### config.mk
export PLATFORM = sky130hd
export DESIGN_NAME = alarm_tamper_supervisor
export DESIGN_NICKNAME = d
export VERILOG_FILES = /design/src/sv/ats_pkg.sv /design/src/sv/alarm_tamper_supervisor.sv
export SDC_FILE = /design/constraint.sdc
export NUM_CORES = 1
export LEC_CHECK = 0
export ABC_AREA = 1
export BUFFER_PORTS_ARGS = -buffer_cell sky130_fd_sc_hd__buf_2
export CAP_MARGIN = 0
export CORE_MARGIN = 3
export CORE_UTILIZATION = 40
export CTS_CLUSTER_DIAMETER = 120
export CTS_CLUSTER_SIZE = 30
export DETAILED_ROUTE_END_ITERATION = 10
export PLACE_DENSITY = 0.62
export SLEW_MARGIN = 15
export SYNTH_ARGS = -nofsm -noshare
export SYNTH_HDL_FRONTEND = slang
export SYNTH_SLANG_ARGS = --single-unit
### constraint.sdc
create_clock -name clk -period 4.8 [get_ports clk]
set_input_delay 0.24 -clock clk [delete_from_list [all_inputs] [get_ports clk]]
set_output_delay 0.24 -clock clk [all_outputs]
set_load 0.05 [all_outputs]
### src/sv/ats_pkg.sv
`default_nettype none

package ats_pkg;

    localparam int unsigned CfgIndexWidth = 3;
    localparam int unsigned CfgDataWidth  = 32;
    localparam int unsigned TickWidth     = 32;
    localparam int unsigned CountWidth    = 16;
    localparam int unsigned ElapsedWidth  = 16;

    typedef logic [CfgIndexWidth-1:0] cfg_index_t;
    typedef logic [1:0]               msg_t;
    typedef logic [1:0]               blink_t;

    localparam cfg_index_t REG_SUP_PERIOD   = 3'd0;
    localparam cfg_index_t REG_SUP_ENABLED  = 3'd1;
    localparam cfg_index_t REG_RESTORE      = 3'd2;
    localparam cfg_index_t REG_BOOT_IGNORE  = 3'd3;
    localparam cfg_index_t REG_ALARM_CREDIT = 3'd4;
    localparam cfg_index_t REG_TEST_CREDIT  = 3'd5;

    localparam msg_t ALARM_NONE = 2'd0;
    localparam msg_t ALARM_SENT = 2'd1;
    localparam msg_t ALARM_TEST = 2'd2;

    localparam msg_t TAMPER_NONE    = 2'd0;
    localparam msg_t TAMPER_SENT    = 2'd1;
    localparam msg_t TAMPER_RESTORE = 2'd2;

    localparam blink_t BLINK_NONE   = 2'd0;
    localparam blink_t BLINK_NORMAL = 2'd1;
    localparam blink_t BLINK_LOW    = 2'd3;

    localparam logic [TickWidth-1:0]  RST_SUP_PERIOD   = 32'd3600000;
    localparam logic                  RST_SUP_ENABLED  = 1'b1;
    localparam logic [CountWidth-1:0] RST_RESTORE      = 16'd9375;
    localparam logic [CountWidth-1:0] RST_BOOT_IGNORE  = 16'd100;
    localparam logic [CountWidth-1:0] RST_ALARM_CREDIT = 16'd2400;
    localparam logic [CountWidth-1:0] RST_TEST_CREDIT  = 16'd900;

endpackage

`default_nettype wire

### src/sv/alarm_tamper_supervisor.sv
// Channel | Handshake             | Payload
// input   | in_valid / in_ready   | alarm_level .. ticks_elapsed (one polling pass)
// output  | out_valid / out_ready | alarm_message .. led_force_off (one result)
// config  | cfg_we                | cfg_index, cfg_data
// Two register stages: an input register and a result register, with the state
// update between them. One pass per cycle sustained while out_ready holds; a pass
// moves on to the result register once that stage is free, and a stalled result
// stage still lets one more pass sit in the input register. Reset clears the
// pipeline, loads the register defaults and arms the boot countdown.
`default_nettype none

module alarm_tamper_supervisor
    import ats_pkg::*;
(
    input  wire logic                    clk,
    input  wire logic                    rst_n,
    input  wire logic                    cfg_we,
    input  wire cfg_index_t              cfg_index,
    input  wire logic [CfgDataWidth-1:0] cfg_data,
    input  wire logic                    in_valid,
    output logic                         in_ready,
    input  wire logic                    alarm_level,
    input  wire logic                    alarm_recheck,
    input  wire logic                    tamper_level,
    input  wire logic                    tamper_recheck,
    input  wire logic                    jumper_absent,
    input  wire logic                    battery_low,
    input  wire logic [ElapsedWidth-1:0] ticks_elapsed,
    output logic                         out_valid,
    input  wire logic                    out_ready,
    output msg_t                         alarm_message,
    output msg_t                         tamper_message,
    output logic                         supervisory_sent,
    output blink_t                       blink_count,
    output logic                         tamper_irq_enable,
    output logic                         led_force_off
);

    localparam logic [CountWidth-1:0] CountMax = '1;
    localparam logic [TickWidth-1:0]  TickMax  = '1;

    // configuration
    logic [TickWidth-1:0]  sup_period_reg;
    logic                  sup_enabled_reg;
    logic [CountWidth-1:0] restore_passes_reg;
    logic [CountWidth-1:0] boot_ignore_reg;
    logic [CountWidth-1:0] alarm_credit_reg;
    logic [CountWidth-1:0] test_credit_reg;

    // state
    logic                  alarm_latched_reg, alarm_latched_next;
    logic                  tamper_latched_reg, tamper_latched_next;
    logic                  boot_window_reg, boot_window_next;
    logic [CountWidth-1:0] boot_countdown_reg, boot_countdown_next;
    logic [CountWidth-1:0] restore_count_reg, restore_count_next;
    logic [CountWidth-1:0] open_count_reg, open_count_next;
    logic [TickWidth-1:0]  tick_total_reg, tick_total_next;
    logic                  irq_enabled_reg, irq_enabled_next;

    // input stage
    logic                    in_valid_reg;
    logic                    a_reg, ar_reg, t_reg, tr_reg, j_reg, low_reg;
    logic [ElapsedWidth-1:0] ticks_reg;

    // result stage
    logic   out_valid_reg;
    msg_t   alarm_message_reg, alarm_message_next;
    msg_t   tamper_message_reg, tamper_message_next;
    logic   sup_sent_reg, sup_sent_next;
    blink_t blink_reg, blink_next;
    logic   led_off_reg, led_off_next;

    logic                  advance;
    logic [CountWidth-1:0] credit;
    logic [TickWidth+1:0]  tick_sum;
    logic [TickWidth-1:0]  tick_sat;
    logic [CountWidth-1:0] cd_dec;
    logic [CountWidth-1:0] oc_inc;
    logic [CountWidth-1:0] rc_inc;
    logic                  closed_check;
    blink_t                blink_value;

    assign advance  = in_valid_reg && (!out_valid_reg || out_ready);
    assign in_ready = !in_valid_reg || advance;

    always_comb
    begin
        alarm_latched_next  = alarm_latched_reg;
        tamper_latched_next = tamper_latched_reg;
        boot_window_next    = boot_window_reg;
        boot_countdown_next = boot_countdown_reg;
        restore_count_next  = restore_count_reg;
        open_count_next     = open_count_reg;
        irq_enabled_next    = irq_enabled_reg;
        alarm_message_next  = ALARM_NONE;
        tamper_message_next = TAMPER_NONE;
        sup_sent_next       = 1'b0;
        blink_next          = BLINK_NONE;
        led_off_next        = 1'b0;
        credit              = '0;
        closed_check        = 1'b0;
        blink_value         = low_reg ? BLINK_LOW : BLINK_NORMAL;

        // alarm
        if (a_reg && !alarm_latched_reg && j_reg)
        begin
            if (ar_reg)
            begin
                alarm_message_next = ALARM_SENT;
                alarm_latched_next = 1'b1;
                credit             = alarm_credit_reg;
            end
        end
        else if (!a_reg && alarm_latched_reg && j_reg)
        begin
            if (!ar_reg)
                alarm_latched_next = 1'b0;
        end
        else if (a_reg && !j_reg)
        begin
            if (ar_reg)
            begin
                alarm_message_next = ALARM_TEST;
                credit             = test_credit_reg;
            end
        end

        // both additions saturate, so one three-input sum gives the same result
        tick_sum = {2'b00, tick_total_reg} + {{(TickWidth+2-ElapsedWidth){1'b0}}, ticks_reg}
                 + {{(TickWidth+2-CountWidth){1'b0}}, credit};
        tick_sat = (tick_sum[TickWidth+1:TickWidth] != 2'b00) ? TickMax
                                                               : tick_sum[TickWidth-1:0];

        // boot guard
        cd_dec = (boot_countdown_reg != '0) ? boot_countdown_reg - 1'b1 : boot_countdown_reg;
        if (boot_window_reg && !t_reg)
        begin
            boot_countdown_next = cd_dec;
            if (cd_dec == '0)
            begin
                boot_window_next = 1'b0;
                irq_enabled_next = 1'b1;
            end
        end
        else if (boot_window_reg && t_reg)
        begin
            boot_countdown_next = boot_ignore_reg;
            irq_enabled_next    = 1'b0;
        end

        // tamper
        oc_inc = (open_count_reg != CountMax) ? open_count_reg + 1'b1 : open_count_reg;
        rc_inc = (restore_count_reg != CountMax) ? restore_count_reg + 1'b1
                                                 : restore_count_reg;
        if (t_reg && !tamper_latched_reg && !boot_window_next)
        begin
            if (tr_reg)
            begin
                tamper_message_next = TAMPER_SENT;
                tamper_latched_next = 1'b1;
                restore_count_next  = '0;
            end
        end
        else if (t_reg && tamper_latched_reg)
        begin
            if (tr_reg)
            begin
                restore_count_next = '0;
                open_count_next    = oc_inc;
                if (oc_inc == CountWidth'(1))
                    blink_next = blink_value;
            end
            else
            begin
                closed_check = 1'b1;
            end
        end
        else if (!t_reg && tamper_latched_reg)
        begin
            closed_check = 1'b1;
        end

        if (closed_check)
        begin
            restore_count_next = rc_inc;
            open_count_next    = '0;
            if (rc_inc == CountWidth'(1))
                blink_next = blink_value;
            if (rc_inc >= restore_passes_reg)
            begin
                led_off_next        = 1'b1;
                restore_count_next  = '0;
                tamper_latched_next = 1'b0;
                tamper_message_next = TAMPER_RESTORE;
            end
        end

        // supervisory
        tick_total_next = tick_sat;
        if (tick_sat >= sup_period_reg)
        begin
            tick_total_next = '0;
            sup_sent_next   = sup_enabled_reg;
        end
    end

    always_ff @(posedge clk or negedge rst_n)
    begin
        if (!rst_n)
        begin
            sup_period_reg     <= RST_SUP_PERIOD;
            sup_enabled_reg    <= RST_SUP_ENABLED;
            restore_passes_reg <= RST_RESTORE;
            boot_ignore_reg    <= RST_BOOT_IGNORE;
            alarm_credit_reg   <= RST_ALARM_CREDIT;
            test_credit_reg    <= RST_TEST_CREDIT;
            alarm_latched_reg  <= 1'b0;
            tamper_latched_reg <= 1'b0;
            boot_window_reg    <= 1'b1;
            boot_countdown_reg <= RST_BOOT_IGNORE;
            restore_count_reg  <= '0;
            open_count_reg     <= '0;
            tick_total_reg     <= '0;
            irq_enabled_reg    <= 1'b0;
            in_valid_reg       <= 1'b0;
            out_valid_reg      <= 1'b0;
        end
        else
        begin
            if (cfg_we)
            begin
                unique case (cfg_index)
                    REG_SUP_PERIOD:   sup_period_reg     <= cfg_data[TickWidth-1:0];
                    REG_SUP_ENABLED:  sup_enabled_reg    <= cfg_data[0];
                    REG_RESTORE:      restore_passes_reg <= cfg_data[CountWidth-1:0];
                    REG_BOOT_IGNORE:  boot_ignore_reg    <= cfg_data[CountWidth-1:0];
                    REG_ALARM_CREDIT: alarm_credit_reg   <= cfg_data[CountWidth-1:0];
                    REG_TEST_CREDIT:  test_credit_reg    <= cfg_data[CountWidth-1:0];
                    default:          ;
                endcase
            end

            if (in_ready)
                in_valid_reg <= in_valid;

            if (advance)
            begin
                alarm_latched_reg  <= alarm_latched_next;
                tamper_latched_reg <= tamper_latched_next;
                boot_window_reg    <= boot_window_next;
                boot_countdown_reg <= boot_countdown_next;
                restore_count_reg  <= restore_count_next;
                open_count_reg     <= open_count_next;
                tick_total_reg     <= tick_total_next;
                irq_enabled_reg    <= irq_enabled_next;
                out_valid_reg      <= 1'b1;
            end
            else if (out_ready)
            begin
                out_valid_reg <= 1'b0;
            end
        end
    end

    always_ff @(posedge clk)
    begin
        if (in_ready && in_valid)
        begin
            a_reg     <= alarm_level;
            ar_reg    <= alarm_recheck;
            t_reg     <= tamper_level;
            tr_reg    <= tamper_recheck;
            j_reg     <= jumper_absent;
            low_reg   <= battery_low;
            ticks_reg <= ticks_elapsed;
        end
        if (advance)
        begin
            alarm_message_reg  <= alarm_message_next;
            tamper_message_reg <= tamper_message_next;
            sup_sent_reg       <= sup_sent_next;
            blink_reg          <= blink_next;
            led_off_reg        <= led_off_next;
        end
    end

    assign out_valid         = out_valid_reg;
    assign alarm_message     = alarm_message_reg;
    assign tamper_message    = tamper_message_reg;
    assign supervisory_sent  = sup_sent_reg;
    assign blink_count       = blink_reg;
    assign tamper_irq_enable = irq_enabled_reg;
    assign led_force_off     = led_off_reg;

endmodule

`default_nettype wire

# After elaboration in Yosys (flattened, before gate mapping)
# Cells that the tools add are included.
[totals]
regBits = 213
inputBits = 62
output_inout_bits = 11
wordCells = 149
[op_classes]
addsub = 5
n_lt_le_gt_ge = 2
eq_ne = 13
n_mux = 57
reduce_logical = 44
[op_table]
columns = ["op", "count"]
rows = [
  ["16-bit two-way mux", 19],
  ["32-bit two-way mux", 2],
  ["33-bit by 16-bit adder with 34-bit output", 1],
  ["32-bit by 16-bit adder with 33-bit output", 1],
  ["16-bit by 1-bit adder with 16-bit output, second input constant", 2],
  ["16-bit by 1-bit == test with 1-bit output, second input constant", 2],
  ["32-bit >= comparator", 1],
  ["16-bit inequality test, second input constant", 2],
  ["2-bit two-way mux", 13],
  ["1-bit two-way mux", 23],
  ["16-bit >= comparator", 1],
  ["16-bit zero test", 1],
  ["2-bit AND reduction", 8],
  ["16-bit nonzero test", 1],
  ["16-bit by 1-bit subtractor with 16-bit output, second input constant", 1],
  ["1-bit logical AND", 13],
  ["2-bit nonzero test", 6],
  ["1-bit zero test", 8],
  ["4-bit AND reduction", 2],
  ["3-bit by 2-bit == test with 1-bit output, second input constant", 2],
  ["3-bit == test, second input constant", 2],
  ["2-bit by 1-bit inequality test with 1-bit output, second input constant", 2],
  ["2-bit inequality test, second input constant", 2],
  ["3-bit by 1-bit == test with 1-bit output, second input constant", 1],
  ["other kinds (4)", 5],
]

# Longest topological paths before layout
[logic_depth]
ltp_word = 10
ltp_mapped = 33
depth_no_buf = 31

# Worst setup path before layout
# OpenSTA, ideal clock, no wires.
[synth_path]
kind = "reg2reg"
start = "reg a_reg"
end = "reg tick_total_reg[28]"
setup_time_ns = 0.137
arrival_time_ns = 4.419
t_required_ns = 4.663
slack_ns = 0.244
stages_incl_launch_ff = 32
path_buffers = 2
synth_period_minus_slack_ns = 4.556
cell_sequence = "edfxtp_1 > inv_1 > nor3_1 > nand2_1 > clkinv_1 > buf_1 > a22oi_1 > fa_1 > inv_1 > ha_1 > fa_1 > nand2_1 > inv_1 > nand2_1 > nand2_1 > a21oi_1 > inv_1 > nand2_1 > nand2_1 > nand2_1 > nand2_1 > nor2_1 > inv_1 > ha_1 > a21oi_1 > o21ai_0 > nand2_1 > a21oi_1 > nor2_1 > nand4_1 > clkbuf_1 > o21ai_0"
[synth_between]
elab_chain_len = 10
word_cells_on_any_way = 14
classes_between = "add/sub: 1; order compare: 1; mux: 5; reduce/logical: 7"
[synth_lines]
columns = ["item", "line", "text"]
rows = [
  ["start: declaration", "alarm_tamper_supervisor.sv:62", "logic a_reg, ar_reg, t_reg, tr_reg, j_reg, low_reg;"],
  ["start signal: assignment", "alarm_tamper_supervisor.sv:269", "a_reg <= alarm_level;"],
  ["1-bit zero test", "alarm_tamper_supervisor.sv:114", "else if (!a_reg && alarm_latched_reg && j_reg)"],
  ["1-bit logical AND (2 in a row)", "alarm_tamper_supervisor.sv:114", ""],
  ["16-bit two-way mux", "alarm_tamper_supervisor.sv:114", ""],
  ["16-bit two-way mux (*)", "alarm_tamper_supervisor.sv:105", "if (a_reg && !alarm_latched_reg && j_reg)"],
  ["33-bit by 16-bit adder with 34-bit output (*)", "alarm_tamper_supervisor.sv:130", "+ {{(TickWidth+2-CountWidth){1'b0}}, credit};"],
  ["2-bit nonzero test", "alarm_tamper_supervisor.sv:131", "tick_sat = (tick_sum[TickWidth+1:TickWidth] != 2'b00) ? TickMax"],
  ["32-bit two-way mux (*)", "alarm_tamper_supervisor.sv:131", ""],
  ["32-bit >= comparator", "alarm_tamper_supervisor.sv:200", "if (tick_sat >= sup_period_reg)"],
  ["32-bit two-way mux (*)", "alarm_tamper_supervisor.sv:200", ""],
  ["end signal: assignment", "alarm_tamper_supervisor.sv:254", "tick_total_reg <= tick_total_next;"],
  ["end: declaration", "alarm_tamper_supervisor.sv:57", "logic [TickWidth-1:0] tick_total_reg, tick_total_next;"],
]
# Every way passes the cells marked *; elsewhere a longest branch is shown, timed or not.
# A chain may end at the register's enable or synchronous reset.

# Final worst setup path
[layout_path]
start = "reg alarm_latched_reg"
end = "reg tick_total_reg[1]"
[layout_between]
elab_chain_len = 9
word_cells_on_any_way = 12
classes_between = "add/sub: 1; order compare: 1; mux: 4; reduce/logical: 6"
[layout_lines]
columns = ["item", "line", "text"]
rows = [
  ["start: declaration", "alarm_tamper_supervisor.sv:51", "logic alarm_latched_reg, alarm_latched_next;"],
  ["start signal: assignment", "alarm_tamper_supervisor.sv:248", "alarm_latched_reg <= alarm_latched_next;"],
  ["1-bit logical AND / 1-bit zero test (equally long branches)", "alarm_tamper_supervisor.sv:114, alarm_tamper_supervisor.sv:105", ""],
  ["1-bit logical AND, on equally long branches", "alarm_tamper_supervisor.sv:114, alarm_tamper_supervisor.sv:105", ""],
  ["16-bit two-way mux / 1-bit logical AND (equally long branches)", "alarm_tamper_supervisor.sv:114, alarm_tamper_supervisor.sv:105", ""],
  ["16-bit two-way mux (*)", "alarm_tamper_supervisor.sv:105", ""],
  ["33-bit by 16-bit adder with 34-bit output (*)", "alarm_tamper_supervisor.sv:130", ""],
  ["2-bit nonzero test", "alarm_tamper_supervisor.sv:131", ""],
  ["32-bit two-way mux (*)", "alarm_tamper_supervisor.sv:131", ""],
  ["32-bit >= comparator", "alarm_tamper_supervisor.sv:200", ""],
  ["32-bit two-way mux (*)", "alarm_tamper_supervisor.sv:200", ""],
]
# Marked as above.

==> impl_metrics.json <==
{
  "numPortBuffers": 72,
  "end_kind": "flop",
  "crit_fanout": 8,
  "multi_input_area_sq_um": 6920,
  "drv_cap": 0,
  "cts_tree": "done",
  "synth_top_area_share_pct": 28.8,
  "path_class": "reg -> reg",
  "grt_pass1_wl_mm": 55.4,
  "layout_commonest_cell": "nand2_1",
  "tightest_slew_ns": 1.09,
  "die_w_um": 185,
  "p_int_uw": 4150,
  "fin_crit_sh_pct": 97.7,
  "drive_gt1_share_pct": 20.1,
  "clk_latency_ns": 0.50,
  "fin_area_sq_um": 15400,
  "required_ns": 5.13,
  "ff_latch_area_sq_um": 5490,
  "vias": 11100,
  "fmax_mhz": 213,
  "htree_levels": 1,
  "routed_wl_mm": 34.7,
  "fillers": 3027,
  "start_util_pct": 40.6,
  "vias_per_cell": 5.17,
  "final_cell_mix": "nand2_1 (365), inv_1 (197), dfrtp_1 (148)",
  "io_pins": 73,
  "fin_worst_skew_ns": 0.0315,
  "dr.pass1.iters": 7,
  "yosys-top-cells-area": "dfrtp_1 (29%), nand2_1 (11%), dfstp_2 (7.2%), edfxtp_1 (6.8%), ha_1 (6.6%)",
  "drt-initial-drc-count": 731,
  "report.final.slew_viol_count": 0,
  "route.detailed.drc": 0,
  "syn_nets": 1755,
  "yosysTopAreaCell": "dfrtp_1",
  "status": "finished clean",
  "syn_inst": 1608,
  "gr-total-overflow": 0,
  "syn-cell-area_sq_um": 12900,
  "cts_buffers": 11,
  "syn2layout_area_growth_pct": 19.6,
  "reg2reg_depth": 25,
  "grt_max_degree": 91,
  "dp_hpwl_mm": 25.3,
  "cellPowerDensity_nw_per_um2": 462,
  "n_antenna_cell": 0,
  "synth_edf_count": 29,
  "wire_per_inst_um": 16.1,
  "synth-async-reset-ratio_pct": 86.3,
  "slew_headroom_pct": 27.5,
  "num-nets-final": 1893,
  "die_h_um": 185,
  "antenna_found_initial": 0,
  "p_leak_uw": 0.00729,
  "power_frac_seq_pct": 34.0,
  "ys_warn_count": 0,
  "synth_flop_cell": "dfrtp_1",
  "synth_area_per_cell_sq_um": 7.99,
  "seq_area_frac_synth_pct": 42.7,
  "clk_pin_slew_ns": 0.12,
  "finalWeightedCongestion": 0.926,
  "pre_cts_ws_ns": -0.179,
  "final_hold_viol_count": 0,
  "rows": 65,
  "hold_class": "in -> reg",
  "period_minus_slack_ns": 4.69,
  "p_comb_share_pct": 50.9,
  "cts.sinks": 212,
  "cp_data_arrival_time_ns": 5.02,
  "pwr-share-clk_pct": 15.2,
  "post_dp_cell_area_sq_um": 13900,
  "rsz0062_at_grt": "true",
  "core_sq_um": 31600,
  "cts_root_buf": "clkbuf_16",
  "vdd_drop_max_mv": 0.310,
  "setup_ws_ns": 0.112,
  "final-setup-viol-count": 0,
  "dieArea_sq_um": 34300,
  "netSwitchingPower_uw": 2960,
  "hold_ws_ns": 0.0151,
  "p_sw_share_pct": 41.6,
  "ant_nets": 0,
  "synth_cell_types": 54,
  "yosys_register_bits": 212,
  "grt_use_total_pct": 20.0,
  "clk_path_buf_depth": 3,
  "grt_pass1_vias": 10700,
  "cp-start-kind": "flop",
  "min_path_cells": 3
}
-- through the flow --
step	utilization, %	TNS (ns)	total power, uW	std cells
floorplan	-	0	4370	1608
global placement	44.0	-1.58	5330	2083
detailed placement	44.0	-3.58	5390	2083
CTS	46.5	0	6550	2143
global route	48.6	-2.09	7700	2152
finish	48.6	0	7100	2152
-- power by group through the flow --
stage / registers (uW) / clock network [uW] / logic [uW]
finish: 2410 / 1080 / 3610
global route: 2460 / 1160 / 4070
CTS: 2410 / 1110 / 3040
detailed placement: 2440 / 0 / 2950
global placement: 2430 / 0 / 2900
floorplan: 2410 / 0 / 1970
-- path summary, 6_finish.rpt --
check,start,endpoint,slack [ns]
min reg2reg,boot_window_reg,boot_window_reg,0.48
min in group asynchronous,rst_n,boot_countdown_reg[10],0.38
max reg2reg,alarm_latched_reg,tick_total_reg[1],0.11
min,cfg_data[16],sup_period_reg[16],0.02
max,alarm_latched_reg,tick_total_reg[1],0.11
max in group asynchronous,rst_n,alarm_latched_reg,3.16
-- cells in the mapped netlist (10+ instances only) --
library cell	count
nand2_1	377
inv_1	203
nor2_1	153
dfrtp_1	148
o21ai_0	145
a21oi_1	82
ha_1	68
nand3_1	66
dfstp_2	35
o22ai_1	33
clkbuf_1	31
xor2_1	31
edfxtp_1	29
nand4_1	23
o21ai_1	22
fa_1	17
nand3_2	15
a22o_1	14
nor3_1	14
nand2_2	12
inv_2	10
-- worst max-delay path, stage by stage, from the launching register on --
cell and delay, ns:
dfrtp_1 0.41, nor3_2 0.17, nand2_1 0.09, inv_2 0.13, clkbuf_16 0.18, a22o_1 0.16
fa_1 0.44, ha_1 0.35, buf_4 0.16, nand2_2 0.15, nor2_1 0.09, and3_1 0.20
o211ai_1 0.25, nand3_1 0.13, nand2_2 0.13, inv_1 0.05, ha_1 0.28, nand4_1 0.13
nor2_1 0.16, nand3_2 0.14, nor2_4 0.14, nand3_2 0.10, nand4_1 0.10, buf_6 0.17
buf_8 0.15, o22ai_4 0.07
-- layout make-up --
cell class	count	area share (%)
Clock buffer	13	1.84
Clock inverter	4	0.236
Inverter	216	5.37
Multi-Input combinational cell	1136	45.0
Sequential cell	212	35.8
Tap cell	402	3.27
Timing Repair Buffer	169	8.51
-- logic make-up after synthesis --
family,Yosys count,share of synthesized area [%]
AND/OR/NAND/NOR,696,23.9
adder cells (fa/ha/maj),85,9.27
XOR/XNOR,35,2.44
buffers and inverters,260,7.88
AO/OA/AOI/OAI,320,13.8
flip-flops,212,42.7
-- what timing repair did --
action                                  CTS  global route
endpoints found under the setup margin   32            33
gates resized for setup                  19           126
endpoints found under the hold margin   103             0
gates cloned                              2             2
hold buffers                             39             0
pin swaps                                 4            39
setup buffers                             2             7
-- per-layer routing --
metal	wire, um	GRT usage, %	part of all wire (%)
met1	15800	27.4	46
met2	17000	34.5	49
met3	1200	1.96	3.5
met4	707	4.38	2.0
met5	0	0	0
Power figures use the tool's default switching activity.
